[config.mk]
export PLATFORM = sky130hd
export DESIGN_NAME = delimited_frame_extractor_unit
export DESIGN_NICKNAME = d
export VERILOG_FILES = /design/src/dfe_pkg.sv /design/src/delimited_frame_extractor_unit.sv
export VERILOG_INCLUDE_DIRS = /design/src /design/src/src
export SDC_FILE = /design/constraint.sdc
export NUM_CORES = 1
export LEC_CHECK = 0
export BUFFER_PORTS_ARGS = -buffer_cell sky130_fd_sc_hd__buf_2
export CAP_MARGIN = 20
export CORE_ASPECT_RATIO = 1.75
export CORE_MARGIN = 4
export CORE_UTILIZATION = 64
export CTS_CLUSTER_DIAMETER = 30
export CTS_CLUSTER_SIZE = 16
export DETAILED_ROUTE_END_ITERATION = 8
export GPL_ROUTABILITY_DRIVEN = 0
export PLACE_DENSITY = 0.85
export SLEW_MARGIN = 20
export SYNTH_ARGS = -nofsm -noshare
export SYNTH_HDL_FRONTEND = slang
export SYNTH_SLANG_ARGS = --single-unit
[constraint.sdc]
create_clock -name clk -period 5.96 [get_ports clk]
set_input_delay 0.596 -clock clk [delete_from_list [all_inputs] [get_ports clk]]
set_output_delay 0.596 -clock clk [all_outputs]
set_load 0.005 [all_outputs]
[src/delimited_frame_extractor_unit_assert.svh]
// Assertion macros for the delimited frame extractor
`ifndef DELIMITED_FRAME_EXTRACTOR_UNIT_ASSERT_SVH
`define DELIMITED_FRAME_EXTRACTOR_UNIT_ASSERT_SVH

// same-cycle implication, sampled on clk, off during reset
`define DFE_ASSERT_NOW(label, ante, cons, msg) \
    label: assert property (@(posedge clk) disable iff (!rst_n) (ante) |-> (cons)) \
        else $error(msg);

// next-cycle implication, sampled on clk, off during reset
`define DFE_ASSERT_NEXT(label, ante, cons, msg) \
    label: assert property (@(posedge clk) disable iff (!rst_n) (ante) |=> (cons)) \
        else $error(msg);

`endif

[src/dfe_pkg.sv]
// Shared types and constants for the delimited frame extractor
package dfe_pkg;

    typedef enum logic [1:0] {
        EV_NONE       = 2'd0,
        EV_COMPLETE   = 2'd1,
        EV_INCOMPLETE = 2'd2
    } event_t;

    localparam int CFG_IDX_W = 3;

    localparam logic [CFG_IDX_W-1:0] REG_START_SEQ       = 3'd0;
    localparam logic [CFG_IDX_W-1:0] REG_START_LEN       = 3'd1;
    localparam logic [CFG_IDX_W-1:0] REG_END_SEQ         = 3'd2;
    localparam logic [CFG_IDX_W-1:0] REG_END_LEN         = 3'd3;
    localparam logic [CFG_IDX_W-1:0] REG_BUF_SIZE        = 3'd4;
    localparam logic [CFG_IDX_W-1:0] REG_SLOT_COUNT      = 3'd5;
    localparam logic [CFG_IDX_W-1:0] REG_PASS_INCOMPLETE = 3'd6;

    localparam int CFG_DATA_W = 64;
    localparam int SEQ_W      = 64;
    localparam int LEN_W      = 4;
    localparam int BSIZE_W    = 13;
    localparam int SCOUNT_W   = 5;

    localparam logic [BSIZE_W-1:0]  BUF_SIZE_RST   = 13'd4096;
    localparam logic [LEN_W-1:0]    LEN_RST        = 4'd1;
    localparam logic [SCOUNT_W-1:0] SLOT_COUNT_RST = 5'd1;

endpackage

[src/delimited_frame_extractor_unit.sv]
// Delimited frame extractor: start/end delimiter deframer over a ring of frame slots
//
// Usage:
//  - Input channel (in_valid / in_stall / rx_byte): one received byte per item.
//  - Output channel (out_valid / out_stall / payload): exactly one result per byte,
//    giving the byte, its slot and offset, and any frame event with its length.
//  - Configuration channel (cfg_valid / cfg_ready / cfg_index / cfg_data): writes
//    one register per handshake; cfg_ready is always high. Write only while idle.
//  - Path: a byte accepted is held in the input register, then loaded into the
//    result register, from which the receiver takes it.
//  - Throughput: one item per cycle while out_stall is low, set by the combinational
//    delimiter compare and buffer update between input and result register.
//  - Receiver stall: the result register holds; the input register accepts
//    while it is empty or the result register is free or being emptied, so
//    in_stall rises only once both registers hold an item and out_stall is high.
//  - Reset: registers return to their reset values, hunting for the start
//    delimiter on slot zero with an empty buffer and an all-zero history.
module delimited_frame_extractor_unit #(
    parameter int MAX_SEQ_LEN  = 8,
    parameter int MAX_BUF_SIZE = 4096,
    parameter int MAX_SLOTS    = 16
) (
    input  logic                            clk,
    input  logic                            rst_n,

    input  logic                            in_valid,
    output logic                            in_stall,
    input  logic [7:0]                      rx_byte,

    output logic                            out_valid,
    input  logic                            out_stall,
    output logic [7:0]                      stored_byte,
    output logic [3:0]                      store_slot,
    output logic [11:0]                     store_offset,
    output logic [1:0]                      event_res,
    output logic [12:0]                     event_length,

    input  logic                            cfg_valid,
    output logic                            cfg_ready,
    input  logic [dfe_pkg::CFG_IDX_W-1:0]   cfg_index,
    input  logic [dfe_pkg::CFG_DATA_W-1:0]  cfg_data
);

    localparam int WINW = 8 * MAX_SEQ_LEN;
    localparam int FW   = $clog2(MAX_BUF_SIZE + 1);
    localparam int BCW  = (FW > dfe_pkg::BSIZE_W) ? FW : dfe_pkg::BSIZE_W;
    localparam int SW   = (MAX_SLOTS > 1) ? $clog2(MAX_SLOTS) : 1;
    localparam int SCW  = (SW + 1 > dfe_pkg::SCOUNT_W) ? SW + 1 : dfe_pkg::SCOUNT_W;

    localparam logic [dfe_pkg::LEN_W-1:0] MAX_LEN_W  = dfe_pkg::LEN_W'(MAX_SEQ_LEN);
    localparam logic [BCW-1:0]            MAX_BUF_W  = BCW'(MAX_BUF_SIZE);
    localparam logic [SCW-1:0]            MAX_SLOT_W = SCW'(MAX_SLOTS);

    // configuration registers
    logic [dfe_pkg::SEQ_W-1:0]    start_seq_reg;
    logic [dfe_pkg::LEN_W-1:0]    start_len_reg;
    logic [dfe_pkg::SEQ_W-1:0]    end_seq_reg;
    logic [dfe_pkg::LEN_W-1:0]    end_len_reg;
    logic [dfe_pkg::BSIZE_W-1:0]  buf_size_reg;
    logic [dfe_pkg::SCOUNT_W-1:0] slot_count_reg;
    logic                         pass_incomplete_reg;

    // input register
    logic       s1_valid_reg;
    logic [7:0] s1_byte_reg;

    // deframer state
    logic [WINW-1:0] win_reg;
    logic [WINW-1:0] win_next;
    logic [FW-1:0]   fill_reg;
    logic [FW-1:0]   fill_next;
    logic            in_frame_reg;
    logic            in_frame_next;
    logic [SW-1:0]   slot_reg;
    logic [SW-1:0]   slot_next;

    // result register
    logic                 out_valid_reg;
    logic [7:0]           out_byte_reg;
    logic [3:0]           out_slot_reg;
    logic [11:0]          out_offset_reg;
    dfe_pkg::event_t      out_event_reg;
    logic [12:0]          out_length_reg;
    dfe_pkg::event_t      event_next;
    logic [FW-1:0]        length_next;

    logic                       out_free;
    logic                       s1_move;
    logic                       in_accept;
    logic [FW-1:0]              fill_inc;
    logic [dfe_pkg::LEN_W-1:0]  start_len_eff;
    logic [dfe_pkg::LEN_W-1:0]  end_len_eff;
    logic                       start_hit;
    logic                       end_hit;
    logic [BCW-1:0]             size_eff;
    logic [SCW-1:0]             count_eff;
    logic [SCW-1:0]             slot_plus;
    logic [SW-1:0]              slot_adv;
    logic                       overflow;

    assign out_free  = !out_valid_reg || !out_stall;
    assign s1_move   = s1_valid_reg && out_free;
    assign in_stall  = s1_valid_reg && !out_free;
    assign in_accept = in_valid && !in_stall;
    assign cfg_ready = 1'b1;

    always_ff @(posedge clk or negedge rst_n)
    begin
        if (!rst_n)
        begin
            start_seq_reg       <= '0;
            start_len_reg       <= dfe_pkg::LEN_RST;
            end_seq_reg         <= '0;
            end_len_reg         <= dfe_pkg::LEN_RST;
            buf_size_reg        <= dfe_pkg::BUF_SIZE_RST;
            slot_count_reg      <= dfe_pkg::SLOT_COUNT_RST;
            pass_incomplete_reg <= 1'b0;
        end
        else if (cfg_valid && cfg_ready)
        begin
            unique case (cfg_index)
                dfe_pkg::REG_START_SEQ:
                    start_seq_reg <= cfg_data;
                dfe_pkg::REG_START_LEN:
                    start_len_reg <= cfg_data[dfe_pkg::LEN_W-1:0];
                dfe_pkg::REG_END_SEQ:
                    end_seq_reg <= cfg_data;
                dfe_pkg::REG_END_LEN:
                    end_len_reg <= cfg_data[dfe_pkg::LEN_W-1:0];
                dfe_pkg::REG_BUF_SIZE:
                    buf_size_reg <= cfg_data[dfe_pkg::BSIZE_W-1:0];
                dfe_pkg::REG_SLOT_COUNT:
                    slot_count_reg <= cfg_data[dfe_pkg::SCOUNT_W-1:0];
                dfe_pkg::REG_PASS_INCOMPLETE:
                    pass_incomplete_reg <= cfg_data[0];
                default:
                begin
                end
            endcase
        end
    end

    // effective lengths, size and slot count
    always_comb
    begin
        if (start_len_reg == '0)
            start_len_eff = dfe_pkg::LEN_W'(1);
        else if (start_len_reg > MAX_LEN_W)
            start_len_eff = MAX_LEN_W;
        else
            start_len_eff = start_len_reg;

        if (end_len_reg == '0)
            end_len_eff = dfe_pkg::LEN_W'(1);
        else if (end_len_reg > MAX_LEN_W)
            end_len_eff = MAX_LEN_W;
        else
            end_len_eff = end_len_reg;

        if (buf_size_reg == '0)
            size_eff = BCW'(1);
        else if (BCW'(buf_size_reg) > MAX_BUF_W)
            size_eff = MAX_BUF_W;
        else
            size_eff = BCW'(buf_size_reg);

        if (slot_count_reg == '0)
            count_eff = SCW'(1);
        else if (SCW'(slot_count_reg) > MAX_SLOT_W)
            count_eff = MAX_SLOT_W;
        else
            count_eff = SCW'(slot_count_reg);
    end

    // delimiter suffix compare over the byte window
    always_comb
    begin
        win_next  = WINW'({win_reg, s1_byte_reg});
        fill_inc  = fill_reg + FW'(1);
        start_hit = (fill_inc >= FW'(start_len_eff));
        end_hit   = (fill_inc >= FW'(end_len_eff));
        for (int k = 0; k < MAX_SEQ_LEN; k++)
        begin
            if (dfe_pkg::LEN_W'(k) < start_len_eff
                && win_next[8*k +: 8] != start_seq_reg[8*k +: 8])
                start_hit = 1'b0;
            if (dfe_pkg::LEN_W'(k) < end_len_eff
                && win_next[8*k +: 8] != end_seq_reg[8*k +: 8])
                end_hit = 1'b0;
        end
    end

    // next state and event
    always_comb
    begin
        slot_plus     = SCW'(slot_reg) + SCW'(1);
        slot_adv      = (slot_plus >= count_eff) ? '0 : SW'(slot_plus);
        overflow      = (BCW'(fill_inc) >= size_eff);
        fill_next     = fill_inc;
        in_frame_next = in_frame_reg;
        slot_next     = slot_reg;
        event_next    = dfe_pkg::EV_NONE;
        length_next   = '0;

        if (!in_frame_reg && start_hit)
        begin
            in_frame_next = 1'b1;
            fill_next     = '0;
        end
        else if (in_frame_reg && end_hit)
        begin
            event_next    = dfe_pkg::EV_COMPLETE;
            length_next   = fill_inc - FW'(end_len_eff);
            slot_next     = slot_adv;
            in_frame_next = 1'b0;
            fill_next     = '0;
        end
        else if (overflow)
        begin
            if (in_frame_reg && pass_incomplete_reg)
            begin
                event_next  = dfe_pkg::EV_INCOMPLETE;
                length_next = fill_inc;
                slot_next   = slot_adv;
            end
            fill_next = '0;
        end
    end

    always_ff @(posedge clk or negedge rst_n)
    begin
        if (!rst_n)
            s1_valid_reg <= 1'b0;
        else if (in_accept)
            s1_valid_reg <= 1'b1;
        else if (s1_move)
            s1_valid_reg <= 1'b0;
    end

    always_ff @(posedge clk)
    begin
        if (in_accept)
            s1_byte_reg <= rx_byte;
    end

    always_ff @(posedge clk or negedge rst_n)
    begin
        if (!rst_n)
        begin
            win_reg      <= '0;
            fill_reg     <= '0;
            in_frame_reg <= 1'b0;
            slot_reg     <= '0;
        end
        else if (s1_move)
        begin
            win_reg      <= win_next;
            fill_reg     <= fill_next;
            in_frame_reg <= in_frame_next;
            slot_reg     <= slot_next;
        end
    end

    always_ff @(posedge clk or negedge rst_n)
    begin
        if (!rst_n)
            out_valid_reg <= 1'b0;
        else if (out_free)
            out_valid_reg <= s1_valid_reg;
    end

    always_ff @(posedge clk)
    begin
        if (s1_move)
        begin
            out_byte_reg   <= s1_byte_reg;
            out_slot_reg   <= 4'(slot_reg);
            out_offset_reg <= 12'(fill_reg);
            out_event_reg  <= event_next;
            out_length_reg <= 13'(length_next);
        end
    end

    assign out_valid    = out_valid_reg;
    assign stored_byte  = out_byte_reg;
    assign store_slot   = out_slot_reg;
    assign store_offset = out_offset_reg;
    assign event_res    = out_event_reg;
    assign event_length = out_length_reg;

`include "delimited_frame_extractor_unit_assert.svh"

    `DFE_ASSERT_NOW(a_no_event_zero_len,
        out_valid_reg && out_event_reg == dfe_pkg::EV_NONE,
        out_length_reg == '0, "length without an event")

    `DFE_ASSERT_NOW(a_slot_in_ring, 1'b1,
        SCW'(slot_reg) < MAX_SLOT_W, "slot index beyond the ring")

    `DFE_ASSERT_NOW(a_fill_in_buffer, 1'b1,
        BCW'(fill_reg) < MAX_BUF_W, "fill count beyond the buffer")

    `DFE_ASSERT_NEXT(a_item_reaches_output, s1_move,
        out_valid_reg, "item lost between input and result register")

endmodule

### After elaboration in Yosys (flattened, before gate mapping)

Index checks and enable logic that the tools add are counted.
W data, S select, Z words.

* $lt $le $gt $ge: 24
* multiplexer cells: 41
* add/subtract/negate cells: 3
* bitwise gates (word level): 2
* reductions and logical operators: 47
* equality and inequality tests: 22

Operators by type and width (number)
* $ne A8 B8 Y1: 16
* $mux W13: 8
* $lt A3 B4 Y1 const A: 8
* $mux W4: 8
* $ge A13 B4 Y1: 2
* $logic_and A1 B1 Y1: 22
* $mux W1: 22
* $lt A1 B4 Y1 const A: 4
* $lt A2 B4 Y1 const A: 4
* $reduce_and A2 Y1: 8
* $add A13 B1 Y13 const B: 1
* $ge A13 B13 Y1: 1
* $gt A13 B13 Y1 const B: 1
* $logic_not A13 Y1: 1
* $sub A13 B4 Y13: 1
* $mux W5: 2
* $eq A3 B3 Y1 const B: 3
* $gt A4 B4 Y1 const B: 2
* $logic_not A4 Y1: 2
* $reduce_bool A2 Y1: 4
* $eq A3 B2 Y1 const B: 2
* $add A4 B1 Y5 const B: 1
* $ge A5 B5 Y1: 1
* $gt A5 B5 Y1 const B: 1
* 9 further kinds: 14

* register bits after elaboration: 278
* word-level logic and storage cells: 159
* input port bits: 80

### Longest topological paths before layout

Gate-level depths: netlist of run 1.

* word-level depth: 16
* depth in mapped cells: 15
* gate-level depth less buffers: 14

### Least setup slack after synthesis of run 1

Ideal clock, no wire load.

* kind: register -> register
* from: register fill_reg[0]
* to: register out_length_reg[2] (netlist: event_length[2]) (data pin)
* cell stages (with the launch flop): 15
* clock period less this slack: 3.483 ns
* slack: 2.477 ns
* setup time: 0.256 ns
* path buffers: 0
* arrival time: 3.227 ns
* path through: dfrtp_1 > ha_1 > nand3_4 > nor3_1 > xnor2_1 > inv_1 > ha_1 > a21o_1 > a211o_1 > a211o_1 > a21oi_1 > nor3_1 > o21ai_1 > inv_1 > a22o_1

* word-level cells in the longest chain between the ends: 12
* elaborated cells on any way between the ends: 26
* those cells by class: add/sub: 2; order compare: 3; mux: 19; reduce/logical: 2

RTL lines
* start: declaration: line delimited_frame_extractor_unit.sv:70 `logic [FW-1:0] fill_reg;`
* start signal: assignment: line delimited_frame_extractor_unit.sv:258 `fill_reg <= fill_next;`
* $add A13 B1 Y13 *: line delimited_frame_extractor_unit.sv:179 `fill_inc = fill_reg + FW'(1);`
* $ge A13 B4 Y1: line delimited_frame_extractor_unit.sv:181 `end_hit = (fill_inc >= FW'(end_len_eff));`
* $mux W1 (8 in a row): line delimited_frame_extractor_unit.sv:187 `if (dfe_pkg::LEN_W'(k) < end_len_eff`
* $logic_and A1 B1 Y1: line delimited_frame_extractor_unit.sv:210 `else if (in_frame_reg && end_hit)`
* $mux W13: line delimited_frame_extractor_unit.sv:210
* end signal: assignment: line delimited_frame_extractor_unit.sv:280 `out_length_reg <= 13'(length_next);`
* end: declaration: line delimited_frame_extractor_unit.sv:83 `logic [12:0] out_length_reg;`

Mark *: on every way between the ends. The rest lies on a longest branch, timed or not.
A chain may end at the register's enable or synchronous reset.

### Worst setup path in the final report of run 1

Ends and elaborated chain as after synthesis.

==> results of run 1 <==
-- cell usage in the layout, fill, tap and decap left out, types with 3 or more instances in the layout --
cell / instances
mux2_2: 155
and3_1: 3
a22o_1: 5
dfrtp_1: 227
clkbuf_16: 35
buf_4: 9
buf_2: 119
o21ai_1: 8
nor4_1: 25
a21oi_1: 9
or3_1: 6
inv_8: 3
o221ai_1: 3
o21ai_0: 8
a211o_1: 7
mux2i_1: 7
nor2_1: 24
nand3_1: 8
nand4_1: 16
o22ai_1: 5
dfstp_2: 4
nor3_1: 15
clkbuf_1: 3
nand2b_1: 10
xnor2_1: 49
clkbuf_8: 3
inv_1: 23
edfxtp_1: 47
inv_6: 4
nor3_2: 3
a31oi_1: 6
o21a_1: 3
xor2_1: 91
a21o_1: 15
ha_1: 28
nand2_1: 220
o31ai_2: 6
nand4b_1: 5
clkinv_2: 9
-- layout make-up --
type	count	area, µm²	area share [%]
Clock buffer	41	928	6.11
Tap cell	248	310	2.04
Multi-Input combinational cell	776	5790	38.1
Timing Repair Buffer	129	678	4.46
Sequential cell	278	7200	47.4
Inverter	25	95.1	0.626
Clock inverter	20	201	1.33
-- cells by family (layout without fill, tap and decap cells) --
group           count (synthesis)  after routing
simple gates                  349            349
compound gates                 93             93
buf+inv                        62            215
xor+xnor                      141            141
fa+ha+maj                      29             29
mux                           163            163
other cells                     1              1
flops                         278            278
-- per-stage QoR --
stage                     area [µm²]  hold WS (ps)  util, %  power, W
after floorplan                13200           300        -   0.00377
after global placement         14100           487     69.0   0.00415
after detailed placement       14100           497     69.0   0.00424
after CTS                      15200           208     74.6   0.00630
after global routing           15200           232     74.6   0.00658
final                          15200           146     74.6   0.00629
-- critical path: stages (launching register included) --
cell and delay, ps:
dfrtp_1 550, ha_1 340, nand3_4 180, nor3_1 260, xnor2_1 260, inv_1 150
ha_1 240, a21o_1 150, a211o_1 300, a211o_1 270, a21oi_1 250, nor3_1 110
buf_4 200, o21ai_1 280, inv_1 140, a22o_1 250
-- power groups by stage --
stage | clock (W) | combinational, W | sequential, W
3_5_place_dp | 0 | 0.00148 | 0.00276
6_report | 0.00204 | 0.00151 | 0.00274
3_3_place_gp | 0 | 0.00141 | 0.00274
5_1_grt | 0.00214 | 0.00166 | 0.00278
2_1_floorplan | 0 | 0.00112 | 0.00264
4_1_cts | 0.00206 | 0.00151 | 0.00273
-- how the worst max path moves through the flow --
stage,start,to,slack [ps],cells after the start
4_1_cts,fill_reg[0]$_DFFE_PN0P_,event_length[2]$_SDFFCE_PN0P_,1840,15
5_1_grt,fill_reg[0]$_DFFE_PN0P_,event_length[2]$_SDFFCE_PN0P_,1560,15
3_5_place_dp,fill_reg[0]$_DFFE_PN0P_,event_length[2]$_SDFFCE_PN0P_,1860,15
6_report,fill_reg[0]$_DFFE_PN0P_,event_length[2]$_SDFFCE_PN0P_,1800,15
2_1_floorplan,fill_reg[0]$_DFFE_PN0P_,event_length[2]$_SDFFCE_PN0P_,2480,14
3_3_place_gp,fill_reg[0]$_DFFE_PN0P_,event_length[2]$_SDFFCE_PN0P_,1950,15
-- metal layers --
metal	routed length, µm	global-route usage, %	vias to the layer above
met3	1400	3.43	131
li1	-	-	4142
met2	16300	47.7	307
met1	10700	30.6	4483
met5	0	0	-
met4	1860	14.1	0
==> flow_summary.json, run 1 <==
{
  "critPathLaunchType": "register",
  "period_share_pct": 69.8,
  "p_int_w": 0.00427,
  "synth_xor_area_share_pct": 9.39,
  "max_freq_mhz": 240,
  "synth_area_leader_cell": "dfrtp_1",
  "synth-edff-count": 47,
  "synthesis.nets": 1225,
  "status": "finished, final reports clean",
  "drc": 0,
  "syn-instance-count": 1116,
  "clockBufferDepth": 3,
  "slew_violations": 0,
  "synth.area.top_cells": "dfrtp_1 (43%), mux2_2 (13%), edfxtp_1 (11%), nand2_1 (6.3%), xor2_1 (6.0%)",
  "synthDistinctLibCells": 66,
  "fin_setup_tns_ps": 0,
  "regToRegSetupSlack_ps": 1800,
  "pwr-share-comb_pct": 24.0,
  "ios": 122,
  "drive_above_1_share_pct": 29.4,
  "skew_ps": 21.7,
  "synthAdderAreaFrac_pct": 2.80,
  "grt_setup_unrepaired": "false",
  "numPortBuffers": 120,
  "setup_ws_ps": 1800,
  "cp.required_ps": 6210,
  "cp_data_arrival_time_ps": 4410,
  "worstSetupEndpointType": "register",
  "grt_usage_pct": 26.7,
  "swShare_pct": 32.0,
  "min_period_ps": 4160,
  "worst_pin_slew_ps": 970,
  "setup_viol": 0,
  "htreeDepth": 2,
  "start_util_pct": 65.0,
  "synth.cell_area_um2": 13200,
  "maxCapViolCount": 0,
  "core_area_um2": 20400,
  "ir_worst_vdd_mv": 0.373,
  "fp-row-count": 69,
  "routedWlPerCell_um": 19.9,
  "grt_overflow": 0,
  "routed_via_density": 5.97,
  "drt-total-wl_um": 30200,
  "dp.cells": 1455,
  "drt-initial-drc-count": 639,
  "fin_nets": 1353,
  "synth_top_cell_area_share_pct": 42.9,
  "dieArea_um2": 23100,
  "rr_worst_depth": 15,
  "ys_async_sr_fraction_pct": 83.1,
  "hold_viol": 0,
  "yosys_register_bits": 278,
  "n_fill_cell": 1317,
  "antenna_found_initial": 0,
  "slew_headroom_pct": 35.2,
  "synth_compound_area_share_pct": 5.56,
  "yosys_warnings": 0,
  "synth_flop_cell": "dfrtp_1",
  "p_per_area_nw_per_um2": 414,
  "dp_slack_ps": 1860,
  "area_growth_pct": 14.8,
  "clkPwrFrac_pct": 32.5,
  "yosysMostFrequentCell": "dfrtp_1",
  "ys_seq_area_share_pct": 54.4,
  "postRouteAntennaNets": 0,
  "criticalPathCategory": "reg -> reg",
  "leakage_nw": 6.95,
  "seqPwrFrac_pct": 43.5,
  "postCtsSetupBuffers": 0,
  "grt_pass1_vias": 9595,
  "hold_path.class": "in -> async",
  "dr.pass1.iters": 5,
  "clk_pin_slew_ps": 70,
  "grt_max_degree": 117,
  "avgSynthCellArea_um2": 11.9,
  "die_w_um": 117,
  "p_sw_w": 0.00201,
  "worstReg2RegEnd": "event_length[2]$_SDFFCE_PN0P_",
  "cts_made_buffers": 34,
  "crit_fanout": 13,
  "cts.sinks": 278,
  "vias": 9063,
  "hpwl_um": 20600,
  "synthSimpleGateAreaFrac_pct": 12.0,
  "reg2reg_from": "fill_reg[0]$_DFFE_PN0P_",
  "insertedDiodeCount": 0,
  "stdcell_count": 1517,
  "ctsHoldBuffers": 0,
  "grt_pass1_wl_um": 48500,
  "cts_resized": 0,
  "die_h_um": 198,
  "cts_tree": "done",
  "cts_root_buf": "clkbuf_16",
  "synthMuxAreaShare_pct": 13.8,
  "synth_top_family_by_area": "multiplexers",
  "netlist_top_cells_count": "dfrtp_1 (227), nand2_1 (221), mux2_2 (155)",
  "clkLatencyLatePin_ps": 500
}
Note: power is estimated with default switching activity, not from simulation.
==> run 2: changes to the inputs <==
CORE_UTILIZATION = 60   (was 64)
PLACE_DENSITY = 0.8   (was 0.85)
clock period = 4.05 ns   (was 5.96 ns; I/O delays follow)
==> flow_summary.json, run 2 (synthesis gave the netlist of run 1 again) <==
{
  "seqPwrFrac_pct": 42.3,
  "crit_path_start": "fill_reg[7]$_DFFE_PN0P_",
  "fp-row-count": 71,
  "cts_tree": "done",
  "reg2reg_from": "fill_reg[7]$_DFFE_PN0P_",
  "dr_wl_met2_um": 16800,
  "rr_worst_depth": 13,
  "leakage_nw": 7.06,
  "grt_pass1_vias": 9682,
  "clkLatencyLatePin_ps": 520,
  "vias": 9077,
  "drt-total-wl_um": 30900,
  "setup_viol": 0,
  "max_stage_delay_ps": 480,
  "hpwl_um": 21700,
  "cts.sinks": 278,
  "drt-initial-drc-count": 630,
  "dieArea_um2": 24600,
  "area_growth_pct": 17.1,
  "min_period_ps": 3760,
  "cp.required_ps": 4440,
  "crit_slowest_cell": "dfrtp_1",
  "max_freq_mhz": 266,
  "skew_ps": 17.1,
  "ir_worst_vdd_mv": 0.447,
  "routed_via_density": 5.75,
  "grt_overflow": 0,
  "ios": 122,
  "grt_pass1_wl_um": 49300,
  "htreeDepth": 2,
  "drc": 0,
  "ctsHoldBuffers": 0,
  "die_h_um": 204,
  "postRouteAntennaNets": 0,
  "p_total_w": 0.00951,
  "p_int_w": 0.00649,
  "swShare_pct": 31.8,
  "numPortBuffers": 120,
  "cts_made_buffers": 37,
  "core_area_um2": 21600,
  "regToRegSetupSlack_ps": 290,
  "start_util_pct": 61.3,
  "clkPwrFrac_pct": 34.0,
  "antenna_found_initial": 0,
  "dr.pass1.iters": 5,
  "period_share_pct": 92.8,
  "routedWlPerCell_um": 19.6,
  "cts_root_buf": "clkbuf_16",
  "violations": "negative hold slack",
  "hold_path.class": "in -> async",
  "p_per_area_nw_per_um2": 614,
  "critPathLaunchType": "register",
  "pwr-share-comb_pct": 23.7,
  "worst_pin_slew_ps": 981,
  "grt_setup_unrepaired": "false",
  "highest_layer": "met4",
  "grt_usage_pct": 25.5,
  "routed-wl-met3_um": 1080,
  "final_common_cell": "dfrtp_1",
  "worstSetupEndpointType": "register",
  "p_sw_w": 0.00302,
  "cp_cell_sequence": "nand4_2, nor3_2, xnor2_1, inv_1, ha_1, a21o_1, a211o_1, a211o_1, a21oi_1, nor3_2, buf_4, o21ai_1, mux2_2",
  "insertedDiodeCount": 0,
  "slew_violations": 0,
  "criticalPathCategory": "reg -> reg",
  "cp_data_arrival_time_ps": 4150,
  "postCtsSetupBuffers": 0,
  "maxCapViolCount": 0,
  "drive_above_1_share_pct": 30.9,
  "hold_viol": 11,
  "status": "complete, but fails checks",
  "grt_max_degree": 120,
  "endpoint": "slot_reg[1]$_DFFE_PN0P_",
  "fin_hold_ws_ps": -13.7,
  "die_w_um": 120,
  "fin_nets": 1366,
  "met1_length_um": 11200,
  "slew_headroom_pct": 34.2,
  "worstReg2RegEnd": "slot_reg[1]$_DFFE_PN0P_",
  "crit_fanout": 8,
  "clockBufferDepth": 3,
  "final_cell_mix": "dfrtp_1 (226), nand2_1 (220), mux2_2 (155)",
  "clk_pin_slew_ps": 60,
  "fin_setup_tns_ps": 0
}
[run 2: cell types whose count changed in the layout (fill, tap and decap cells not counted), sizes merged]
cell,change
buf,+10
clkbuf,+5
clkinv,+2
bufinv,-1
clkinvlp,+1
[run 2: per-layer routing]
metal  global-route usage (%)  up-vias
met2                     46.7      254
met4                     14.7        0
met3                     3.27      105
met5                        0        -
li1                         -     4174
met1                     28.3     4544
[run 2: power groups by stage]
stage	Combinational [W]	Sequential [W]	Clock [W]
finish	0.00225	0.00402	0.00324
global route	0.00250	0.00409	0.00340
CTS	0.00226	0.00401	0.00328
detailed placement	0.00223	0.00405	0
global placement	0.00216	0.00402	0
floorplan	0.00165	0.00389	0
[run 2: what timing repair did]
action / 4_1_cts / 5_1_grt
endpoints found under the hold margin: 0 / 0
endpoints found under the setup margin: 0 / 11
gates resized for setup: 0 / 8
[run 2: final cells by class]
| type | instances | area [µm²] |
|---|---|---|
| inverters | 25 | 95.1 |
| fillers | 1467 | 6090 |
| well taps | 292 | 365 |
| flip-flops and latches | 278 | 7200 |
| repair buffers | 139 | 766 |
| multi-input cells | 776 | 5820 |
| clock buffers | 46 | 1060 |
| clock inverters | 22 | 189 |
[run 2: critical path: cells and delay by family, from the launching register on]
family                   cells  cell delay, ps
adder cells (fa/ha/maj)      1             330
XOR/XNOR                     1             230
flip-flops                   1             480
AO/OA/AOI/OAI                5            1200
buffers and inverters        2             360
multiplexers                 1             350
AND/OR/NAND/NOR              3             670
[run 2: worst min-delay path by stage]
stage                              from                       endpoint  cells after the start  slack [ps]
2_1_floorplan                     rst_n    buf_size_reg[0]$_DFFE_PN0P_                      0         110
3_3_place_gp   s1_valid_reg$_DFFE_PN0P_          out_valid$_DFFE_PN0P_                      1         490
3_5_place_dp   s1_valid_reg$_DFFE_PN0P_          out_valid$_DFFE_PN0P_                      1         500
4_1_cts                           rst_n        win_reg[42]$_DFFE_PN0P_                      1          20
5_1_grt                      rx_byte[5]       s1_byte_reg[5]$_DFFE_PP_                      1          40
6_report                          rst_n  start_seq_reg[61]$_DFFE_PN0P_                      1         -10
[run 2: per-stage QoR]
| stage | cell area (µm²) | utilization, % | worst slack [ps] | instances | hold slack, ps |
|---|---|---|---|---|---|
| after global routing | 15500 | 71.8 | 32.2 | 1578 | 40.2 |
| after CTS | 15500 | 71.6 | 93.0 | 1578 | 20.7 |
| final | 15500 | 71.8 | 293 | 1578 | -13.7 |
| after detailed placement | 14200 | 65.8 | 111 | 1510 | 497 |
| after floorplan | 13200 | - | 567 | 1116 | 109 |
| after global placement | 14200 | 65.8 | 222 | 1510 | 491 |
